==> src/rtl/mmce_pkg.sv <==
// mmce_pkg: shared types, mode codes and crc helper for the checksum engine
// no dependencies; used by the datapath, the top level and the testbench
`default_nettype none

package mmce_pkg;

	// mode register codes
	localparam logic [2:0] MODE_CRC16  = 3'd0;
	localparam logic [2:0] MODE_CRC32  = 3'd1;
	localparam logic [2:0] MODE_CRC32C = 3'd2;
	localparam logic [2:0] MODE_XOR8   = 3'd3;
	localparam logic [2:0] MODE_SUM16  = 3'd4;
	localparam logic [2:0] MODE_RESET  = MODE_CRC32;

	// reflected polynomials and initial values
	localparam logic [31:0] POLY_CRC16  = 32'h0000_8408;
	localparam logic [31:0] POLY_CRC32  = 32'hEDB8_8320;
	localparam logic [31:0] POLY_CRC32C = 32'h82F6_3B78;
	localparam logic [31:0] INIT_CRC16  = 32'h0000_FFFF;
	localparam logic [31:0] INIT_CRC32  = 32'hFFFF_FFFF;
	localparam logic [31:0] INIT_ZERO   = 32'h0000_0000;
	localparam int unsigned BITS_PER_BYTE = 8;

	// result widths in bytes
	localparam logic [2:0] WIDTH_ONE  = 3'd1;
	localparam logic [2:0] WIDTH_TWO  = 3'd2;
	localparam logic [2:0] WIDTH_FOUR = 3'd4;

	typedef struct packed {
		logic [7:0] data_byte;
		logic       no_byte;
		logic       last_item;
	} mmce_item_t;

	typedef struct packed {
		logic [31:0] value;
		logic        open;
	} mmce_state_t;

	typedef struct packed {
		logic [31:0] checksum_value;
		logic [2:0]  width_bytes;
	} mmce_result_t;

	// one byte of a reflected crc, bit at a time (unrolls to xor logic)
	function automatic logic [31:0] crc_byte(input logic [31:0] crc_in,
		input logic [7:0] data, input logic [31:0] poly);
		logic [31:0] crc;
		crc = crc_in ^ {24'd0, data};
		for (int i = 0; i < BITS_PER_BYTE; i++) begin
			if (crc[0]) begin
				crc = (crc >> 1) ^ poly;
			end else begin
				crc = crc >> 1;
			end
		end
		return crc;
	endfunction

endpackage : mmce_pkg

`default_nettype wire

==> src/rtl/mmce_if.sv <==
// mmce_if: valid/ready channel interfaces for items, results and the mode register
// no dependencies; the field widths are written out in the interfaces
`default_nettype none

interface mmce_item_if;
	logic       valid;
	logic       ready;
	logic [7:0] data_byte;
	logic       no_byte;
	logic       last_item;

	modport source (output valid, output data_byte, output no_byte, output last_item,
		input ready);
	modport sink (input valid, input data_byte, input no_byte, input last_item,
		output ready);
endinterface : mmce_item_if

interface mmce_result_if;
	logic        valid;
	logic        ready;
	logic [31:0] checksum_value;
	logic [2:0]  width_bytes;

	modport source (output valid, output checksum_value, output width_bytes, input ready);
	modport sink (input valid, input checksum_value, input width_bytes, output ready);
endinterface : mmce_result_if

interface mmce_cfg_if;
	logic       valid;
	logic       ready;
	logic [2:0] wdata;

	modport source (output valid, output wdata, input ready);
	modport sink (input valid, input wdata, output ready);
endinterface : mmce_cfg_if

`default_nettype wire

==> src/rtl/mmce_datapath.sv <==
// mmce_datapath: one-byte update and finish of the running checksum
// depends on mmce_pkg (mode codes, polynomials, crc_byte)
`default_nettype none

module mmce_datapath (
	input  wire logic [2:0]           mode,
	input  wire mmce_pkg::mmce_state_t state_cur,
	input  wire mmce_pkg::mmce_item_t  item,
	output mmce_pkg::mmce_state_t     state_next,
	output mmce_pkg::mmce_result_t    result
);
	import mmce_pkg::*;

	logic [2:0]  eff_mode;
	logic [31:0] init_value;
	logic [31:0] base_value;
	logic [31:0] upd_value;
	logic [31:0] new_value;

	// undefined codes fall back to crc32
	assign eff_mode = (mode > MODE_SUM16) ? MODE_CRC32 : mode;

	// start value of a fresh message
	always_comb begin
		case (eff_mode) inside
			MODE_CRC16:             init_value = INIT_CRC16;
			MODE_XOR8, MODE_SUM16:  init_value = INIT_ZERO;
			default:                init_value = INIT_CRC32;
		endcase
	end

	assign base_value = state_cur.open ? state_cur.value : init_value;

	// byte update per mode
	always_comb begin
		case (eff_mode)
			MODE_CRC16:  upd_value = crc_byte({16'd0, base_value[15:0]}, item.data_byte,
				POLY_CRC16) & 32'h0000_FFFF;
			MODE_CRC32C: upd_value = crc_byte(base_value, item.data_byte, POLY_CRC32C);
			MODE_XOR8:   upd_value = {24'd0, base_value[7:0] ^ item.data_byte};
			MODE_SUM16:  upd_value = {16'd0, base_value[15:0] + {8'd0, item.data_byte}};
			default:     upd_value = crc_byte(base_value, item.data_byte, POLY_CRC32);
		endcase
	end

	assign new_value = item.no_byte ? base_value : upd_value;

	// finish and width
	always_comb begin
		case (eff_mode)
			MODE_CRC16: begin
				result.checksum_value = {16'd0, ~new_value[15:0]};
				result.width_bytes    = WIDTH_TWO;
			end
			MODE_XOR8: begin
				result.checksum_value = {24'd0, new_value[7:0]};
				result.width_bytes    = WIDTH_ONE;
			end
			MODE_SUM16: begin
				result.checksum_value = {16'd0, new_value[15:0]};
				result.width_bytes    = WIDTH_TWO;
			end
			default: begin
				result.checksum_value = ~new_value;
				result.width_bytes    = WIDTH_FOUR;
			end
		endcase
	end

	// the last item closes the message; the next item reloads the start value
	assign state_next.value = item.last_item ? init_value : new_value;
	assign state_next.open  = ~item.last_item;

endmodule : mmce_datapath

`default_nettype wire

==> src/rtl/multi_mode_checksum_engine.sv <==
// multi_mode_checksum_engine: top level with input register, state and result register
// depends on mmce_pkg, mmce_if and mmce_datapath
`default_nettype none

// Takes at most one message byte per request and returns one checksum per message, on the
// request marked last. The mode register picks crc16 x25, crc32, crc32c, xor8 or
// sum16; codes 5 to 7 act as crc32. Write the mode only with no request in flight;
// a change inside a message applies the new mode to the running value as it stands.
// Throughput is one request per clock while no last request waits on a full result
// register; the byte update is eight unrolled xor steps between the input register
// and the running-value register, and that path sets the clock. A result is valid
// on the result channel from the edge at which its request leaves the input
// register. A waiting result blocks only a later last request; non-final requests
// keep flowing while it waits.

module multi_mode_checksum_engine (
	input  wire logic     clk,
	input  wire logic     arst_n,
	mmce_item_if.sink     item_ch,
	mmce_result_if.source result_ch,
	mmce_cfg_if.sink      cfg_ch
);
	import mmce_pkg::*;

	logic [2:0]   mode_q;
	mmce_item_t   item_s1;
	logic         valid_s1;
	mmce_state_t  state_q;
	mmce_state_t  state_next;
	mmce_result_t result_next;
	mmce_result_t result_q;
	logic         res_valid_q;
	logic         adv_s1;
	logic         take_in;

	// mode register, always ready
	assign cfg_ch.ready = 1'b1;

	always_ff @(posedge clk or negedge arst_n) begin
		if (!arst_n) begin
			mode_q <= MODE_RESET;
		end else if (cfg_ch.valid) begin
			mode_q <= cfg_ch.wdata;
		end
	end

	// handshake: the stage moves unless a last request meets a full result register that is not taken
	assign adv_s1        = valid_s1 && (!item_s1.last_item || !res_valid_q || result_ch.ready);
	assign item_ch.ready = !valid_s1 || adv_s1;
	assign take_in       = item_ch.valid && item_ch.ready;

	// input register
	always_ff @(posedge clk or negedge arst_n) begin
		if (!arst_n) begin
			valid_s1 <= 1'b0;
		end else if (take_in) begin
			valid_s1 <= 1'b1;
		end else if (adv_s1) begin
			valid_s1 <= 1'b0;
		end
	end

	always_ff @(posedge clk) begin
		if (take_in) begin
			item_s1.data_byte <= item_ch.data_byte;
			item_s1.no_byte   <= item_ch.no_byte;
			item_s1.last_item <= item_ch.last_item;
		end
	end

	mmce_datapath u_datapath (
		.mode       (mode_q),
		.state_cur  (state_q),
		.item       (item_s1),
		.state_next (state_next),
		.result     (result_next)
	);

	// running value and message state
	always_ff @(posedge clk or negedge arst_n) begin
		if (!arst_n) begin
			state_q.value <= INIT_CRC32;
			state_q.open  <= 1'b0;
		end else if (adv_s1) begin
			state_q <= state_next;
		end
	end

	// result register
	always_ff @(posedge clk or negedge arst_n) begin
		if (!arst_n) begin
			res_valid_q <= 1'b0;
		end else if (adv_s1 && item_s1.last_item) begin
			res_valid_q <= 1'b1;
		end else if (result_ch.ready) begin
			res_valid_q <= 1'b0;
		end
	end

	always_ff @(posedge clk) begin
		if (adv_s1 && item_s1.last_item) begin
			result_q <= result_next;
		end
	end

	assign result_ch.valid          = res_valid_q;
	assign result_ch.checksum_value = result_q.checksum_value;
	assign result_ch.width_bytes    = result_q.width_bytes;

endmodule : multi_mode_checksum_engine

`default_nettype wire

==> src/flat_wrapper.sv <==
// flat-port wrapper written by rule: the top's interface ports become plain ports
module multi_mode_checksum_engine_flat import mmce_pkg::*;
  (clk, arst_n, item_ch_valid, item_ch_data_byte, item_ch_no_byte, item_ch_last_item, item_ch_ready, result_ch_valid, result_ch_checksum_value, result_ch_width_bytes, result_ch_ready, cfg_ch_valid, cfg_ch_wdata, cfg_ch_ready);
  mmce_item_if item_ch_i ();
  mmce_result_if result_ch_i ();
  mmce_cfg_if cfg_ch_i ();
  input  wire logic clk;
  input  wire logic arst_n;
  input wire logic [$bits(item_ch_i.valid)-1:0] item_ch_valid;
  input wire logic [$bits(item_ch_i.data_byte)-1:0] item_ch_data_byte;
  input wire logic [$bits(item_ch_i.no_byte)-1:0] item_ch_no_byte;
  input wire logic [$bits(item_ch_i.last_item)-1:0] item_ch_last_item;
  output wire logic [$bits(item_ch_i.ready)-1:0] item_ch_ready;
  output wire logic [$bits(result_ch_i.valid)-1:0] result_ch_valid;
  output wire logic [$bits(result_ch_i.checksum_value)-1:0] result_ch_checksum_value;
  output wire logic [$bits(result_ch_i.width_bytes)-1:0] result_ch_width_bytes;
  input wire logic [$bits(result_ch_i.ready)-1:0] result_ch_ready;
  input wire logic [$bits(cfg_ch_i.valid)-1:0] cfg_ch_valid;
  input wire logic [$bits(cfg_ch_i.wdata)-1:0] cfg_ch_wdata;
  output wire logic [$bits(cfg_ch_i.ready)-1:0] cfg_ch_ready;
  assign item_ch_i.valid = item_ch_valid;
  assign item_ch_i.data_byte = item_ch_data_byte;
  assign item_ch_i.no_byte = item_ch_no_byte;
  assign item_ch_i.last_item = item_ch_last_item;
  assign item_ch_ready = item_ch_i.ready;
  assign result_ch_valid = result_ch_i.valid;
  assign result_ch_checksum_value = result_ch_i.checksum_value;
  assign result_ch_width_bytes = result_ch_i.width_bytes;
  assign result_ch_i.ready = result_ch_ready;
  assign cfg_ch_i.valid = cfg_ch_valid;
  assign cfg_ch_i.wdata = cfg_ch_wdata;
  assign cfg_ch_ready = cfg_ch_i.ready;
  multi_mode_checksum_engine u_core (.clk(clk), .arst_n(arst_n), .item_ch(item_ch_i), .result_ch(result_ch_i), .cfg_ch(cfg_ch_i));
endmodule
==> config.mk <==
export PLATFORM = sky130hd
export DESIGN_NAME = multi_mode_checksum_engine_flat
export DESIGN_NICKNAME = d
export VERILOG_FILES = /design/src/rtl/mmce_pkg.sv /design/src/rtl/mmce_if.sv /design/src/rtl/mmce_datapath.sv /design/src/rtl/multi_mode_checksum_engine.sv /design/src/flat_wrapper.sv
export SDC_FILE = /design/constraint.sdc
export NUM_CORES = 1
export LEC_CHECK = 0
export ABC_AREA = 1
export BUFFER_PORTS_ARGS = -buffer_cell sky130_fd_sc_hd__buf_4
export CAP_MARGIN = 5
export CORE_MARGIN = 2
export CORE_UTILIZATION = 45
export CTS_BUF_LIST = sky130_fd_sc_hd__clkbuf_4 sky130_fd_sc_hd__clkbuf_8
export DETAILED_ROUTE_END_ITERATION = 7
export PLACE_DENSITY_LB_ADDON = 0.2
export SETUP_SLACK_MARGIN = 0.5
export SLEW_MARGIN = 20
export SYNTH_ARGS = -nofsm -noshare
export SYNTH_HDL_FRONTEND = slang
export SYNTH_SLANG_ARGS = --single-unit
==> constraint.sdc <==
create_clock -name clk -period 6.32 [get_ports clk]
set_input_delay 1.896 -clock clk [delete_from_list [all_inputs] [get_ports clk]]
set_output_delay 1.896 -clock clk [all_outputs]
set_load 0.005 [all_outputs]
==> impl_results.md <==
* GRT Total Usage at 27.2%
* P per Cell Area at approximately 440 mW/mm^2
* CP max FO at 23
* Design Power at 0.00341 W
* Max-Cap Viols at 0
* Number of antenna violations at the first check in global routing at 0
* Vias at 6915
* GPL Wtd Cong at 1.01
* Final setup fails at 0
* CTS clk-pin slew, worst paths at 90 ps
* Worst slew pin tran at between 900 and 1000 ps
* ANT cells at 0
* Fmax at between 200 and 250 MHz
* Total stage count of the critical path at 15
* CP endpoint kind: flip-flop
* Syn nets at about 1.0k
* Post-Route WL at between 20000 and 25000 um
* Worst Path Buf+Inv at 3
* Root buffer cell: clkbuf_8
* Req. time, crit path at about 6500 ps
* Worst Setup SP: u_core.state_q[0]
* Reg2Reg Capture Point: u_core.result_ch.checksum_value[6]
* Commonest non-fill, non-tap cell in the layout: nand2_1
* Post-synthesis compound-gate area fraction at about 15%
* Resized cells post-CTS at 0
* Ys async rst share at between 40% and 50%
* Synth Cell Area at between 0.007 and 0.008 sq mm
* Post-Synth Simple-Gate Area at 32.4%
* CTS tree: done
* DR WL/cell at ~18 um
* Clock Sinks at 83
* Total grt overflow at 0
* Buffers on Ports at 54
* H-tree Lvls at 3
* Outcome: finished clean
* Setup slack, reg-to-reg at 1880 ps
* Critical path class: flip-flop to flip-flop
* Largest family of logic cells by synthesized area: simple AND/OR/NAND/NOR gates
* Post-synthesis cell type count at 52
* Fin Clk Skew at ~17 ps
* Die area at between 0.015 and 0.02 sq mm
* Largest net degree at the start of global routing at 39
* Number of buffers created by CTS at 9
* DRT iter0 DRCs at 677
* Final Hold Violating Endpoints at 0
* Area grow syn2layout at 9.12%
* Layout cell share with drive strength beyond 1 at ~18%
* Cts hold-fix bufs at 0
* Post-synthesis mux area share at 0%
* Io pins at 56
* Die span in y at 130 um
* Number of setup buffers added after CTS at 0
* Area share of fa/ha/maj cells after synthesis at around 2%
* Final min period at ~4400 ps
* Layout Nets at 1074
* CP max stage delay at 760 ps
* Slew HR at a little under two fifths
* #FFs+latches synth at 83
* Crit path DAT at 4580 ps
* Type of the most critical hold path: flip-flop to flip-flop
* Lkg Pwr at between 3 and 4 nW
* Die width at 130 um
* Skew-Pair Late Insertion Delay at between 300 and 400 ps
* Vias in the first global route at between 6k and 7k
* Post-route DRC at 0
* CP Cell Sequence: inv_4 -> o21ai_0 -> inv_1 -> ha_1 -> inv_2 -> nand2_1 -> nand2_2 -> xor2_1 -> xor2_1 -> nand3_1 -> nand3_1 -> nand2_1 -> nand2_1 -> nand2_1 -> xor2_1
* Router iterations before antenna repair at 5
* Core Box Area at 0.0157 sq mm
* Top delay family on crit path: simple AND/OR/NAND/NOR gates
* Number of synthesized flops with an enable pin at 45
* Final number of max-transition violations at 0
* Fin crit share at between 70 and 80%
* Cells after synthesis at 1017
* Final ANT Viol Nets at 0
* Most common cell type on the critical path: nand2_1
* Sum of negative setup slack at 0 ps
* Worst setup endpoint: u_core.result_ch.checksum_value[6]
* Unrepaired setup endpoints after global routing: false
* # rows at 46
* Maximum VDD drop at about 0.00022 V
* Average size of a mapped cell at just over 7 sq um
* Reg2Reg Depth at 15
* Syn. warnings at 0
* First-pass GRT wire length at 35000 um
* Crit path launch type: flip-flop
* Avg Vias per Cell at between 5 and 6
* Slowest-stage cell, CP: dfrtp_1
* Synth Flop Type: edfxtp_1
* Seq/Total Area, Yosys at about a third
* Synth Area in XOR/XNOR at 8.98%
* Critical R2R Launch: u_core.state_q[0]
* Most frequent cells in the layout: 298 x nand2_1, 91 x nor2_1, 86 x inv_1, 85 x a21oi_1, 82 x nand3_1
* Initial Utilization at ~46%
* DP HPWL at between 15000 and 20000 um
* Clock Tree Buf Depth at 2
==> routing by layer <==
metal,up-vias,global-route usage [%],part of all wire (%)
li1,3354,-,-
met1,3187,35.7,43
met2,304,43.1,46
met3,70,4.47,6.3
met4,0,14.4,5.4
met5,-,0,0
==> stage by stage <==
| step | cell area [sq um] | cells | hold slack (ps) | setup slack, ps | util (%) |
|---|---|---|---|---|---|
| 6_report | 7830 | 1266 | 506 | 1880 | 49.8 |
| 5_1_grt | 7830 | 1266 | 517 | 1560 | 49.8 |
| 4_1_cts | 7830 | 1266 | 508 | 2010 | 49.8 |
| 3_5_place_dp | 7630 | 1250 | 495 | 2010 | 48.6 |
| 3_3_place_gp | 7630 | 1250 | 491 | 2040 | 48.6 |
| 2_1_floorplan | 7170 | 1017 | 478 | 2340 | - |
==> registers in the layout, indices dropped and copies added, names as in the netlist <==
name,count
u_core.state_q,33
u_core.result_ch.checksum_value,32
u_core.item_s1,10
u_core.mode_q,3
u_core.result_ch.width_bytes,3
u_core.result_ch.valid,1
u_core.valid_s1,1
==> tightest hold or removal path, delay by kind of cell (launching register included) <==
kind / cells / cell delay, ps
AOI/OAI and AO/OA: 1 / 40
DFF: 1 / 380
and+or+nand+nor: 1 / 90
==> how the worst min path moves through the flow <==
stage	cells past startpoint	end	from	slack, ps
finish	2	u_core.state_q[15]	u_core.state_q[15]	510
global route	2	u_core.state_q[26]	u_core.state_q[26]	520
CTS	2	u_core.state_q[15]	u_core.state_q[15]	510
detailed placement	2	u_core.state_q[24]	u_core.state_q[24]	490
global placement	2	u_core.state_q[7]	u_core.state_q[7]	490
floorplan	2	u_core.state_q[20]	u_core.state_q[20]	480
==> Yosys cell counts, types with 2 or more instances <==
library cell / number / area, sq um
clkbuf_1: 16 / 60.1
xnor2_1: 21 / 184
inv_2: 10 / 37.5
inv_1: 86 / 323
buf_2: 10 / 50.1
o21ai_4: 4 / 65.1
nand3_1: 82 / 410
clkinv_1: 2 / 7.51
nand2_1: 298 / 1120
or2_2: 3 / 18.8
nand2_4: 8 / 90.1
xor2_4: 2 / 55.1
nand3_4: 2 / 35.0
buf_4: 9 / 67.6
nor2_1: 91 / 342
or2_1: 4 / 25.0
o21ai_2: 5 / 43.8
nand4_1: 5 / 31.3
nand2_2: 18 / 113
nand3_2: 3 / 30.0
a31oi_1: 3 / 18.8
a22oi_1: 4 / 30.0
o21ai_0: 59 / 295
a21oi_1: 85 / 425
xor2_1: 37 / 324
nand3b_1: 7 / 52.6
o21ai_1: 9 / 45.0
dfrtp_1: 5 / 125
dfstp_2: 33 / 867
o211ai_1: 3 / 22.5
edfxtp_1: 45 / 1350
nor2_2: 6 / 37.5
buf_6: 6 / 67.6
nor2_4: 2 / 22.5
inv_4: 2 / 12.5
a21oi_2: 3 / 26.3
xor2_2: 5 / 81.3
ha_1: 10 / 125
==> report_power, final <==
part / total [W] / switching [W] / internal [W]
clock network: 0.000388 / 0.000200 / 0.000188
logic: 0.00225 / 0.00153 / 0.000718
registers: 0.000776 / 0.0000572 / 0.000719
total: 0.00341 / 0.00179 / 0.00162
==> cell type report <==
class | count | area (sq um)
Fill cell | 1619 | 7890
Multi-Input combinational cell | 789 | 4170
Sequential cell | 83 | 2340
Timing Repair Buffer | 60 | 450
Inverter | 102 | 394
Tap cell | 216 | 270
Clock buffer | 10 | 131
Clock inverter | 6 | 65.1
==> cells by family after synthesis <==
group                    after synthesis
adder cells (fa/ha/maj)               11
XOR/XNOR                              65
buffers and inverters                145
flip-flops                            83
AO/OA/AOI/OAI                        183
other                                  1
AND/OR/NAND/NOR                      529
Note: power is estimated with default switching activity, not from simulation.
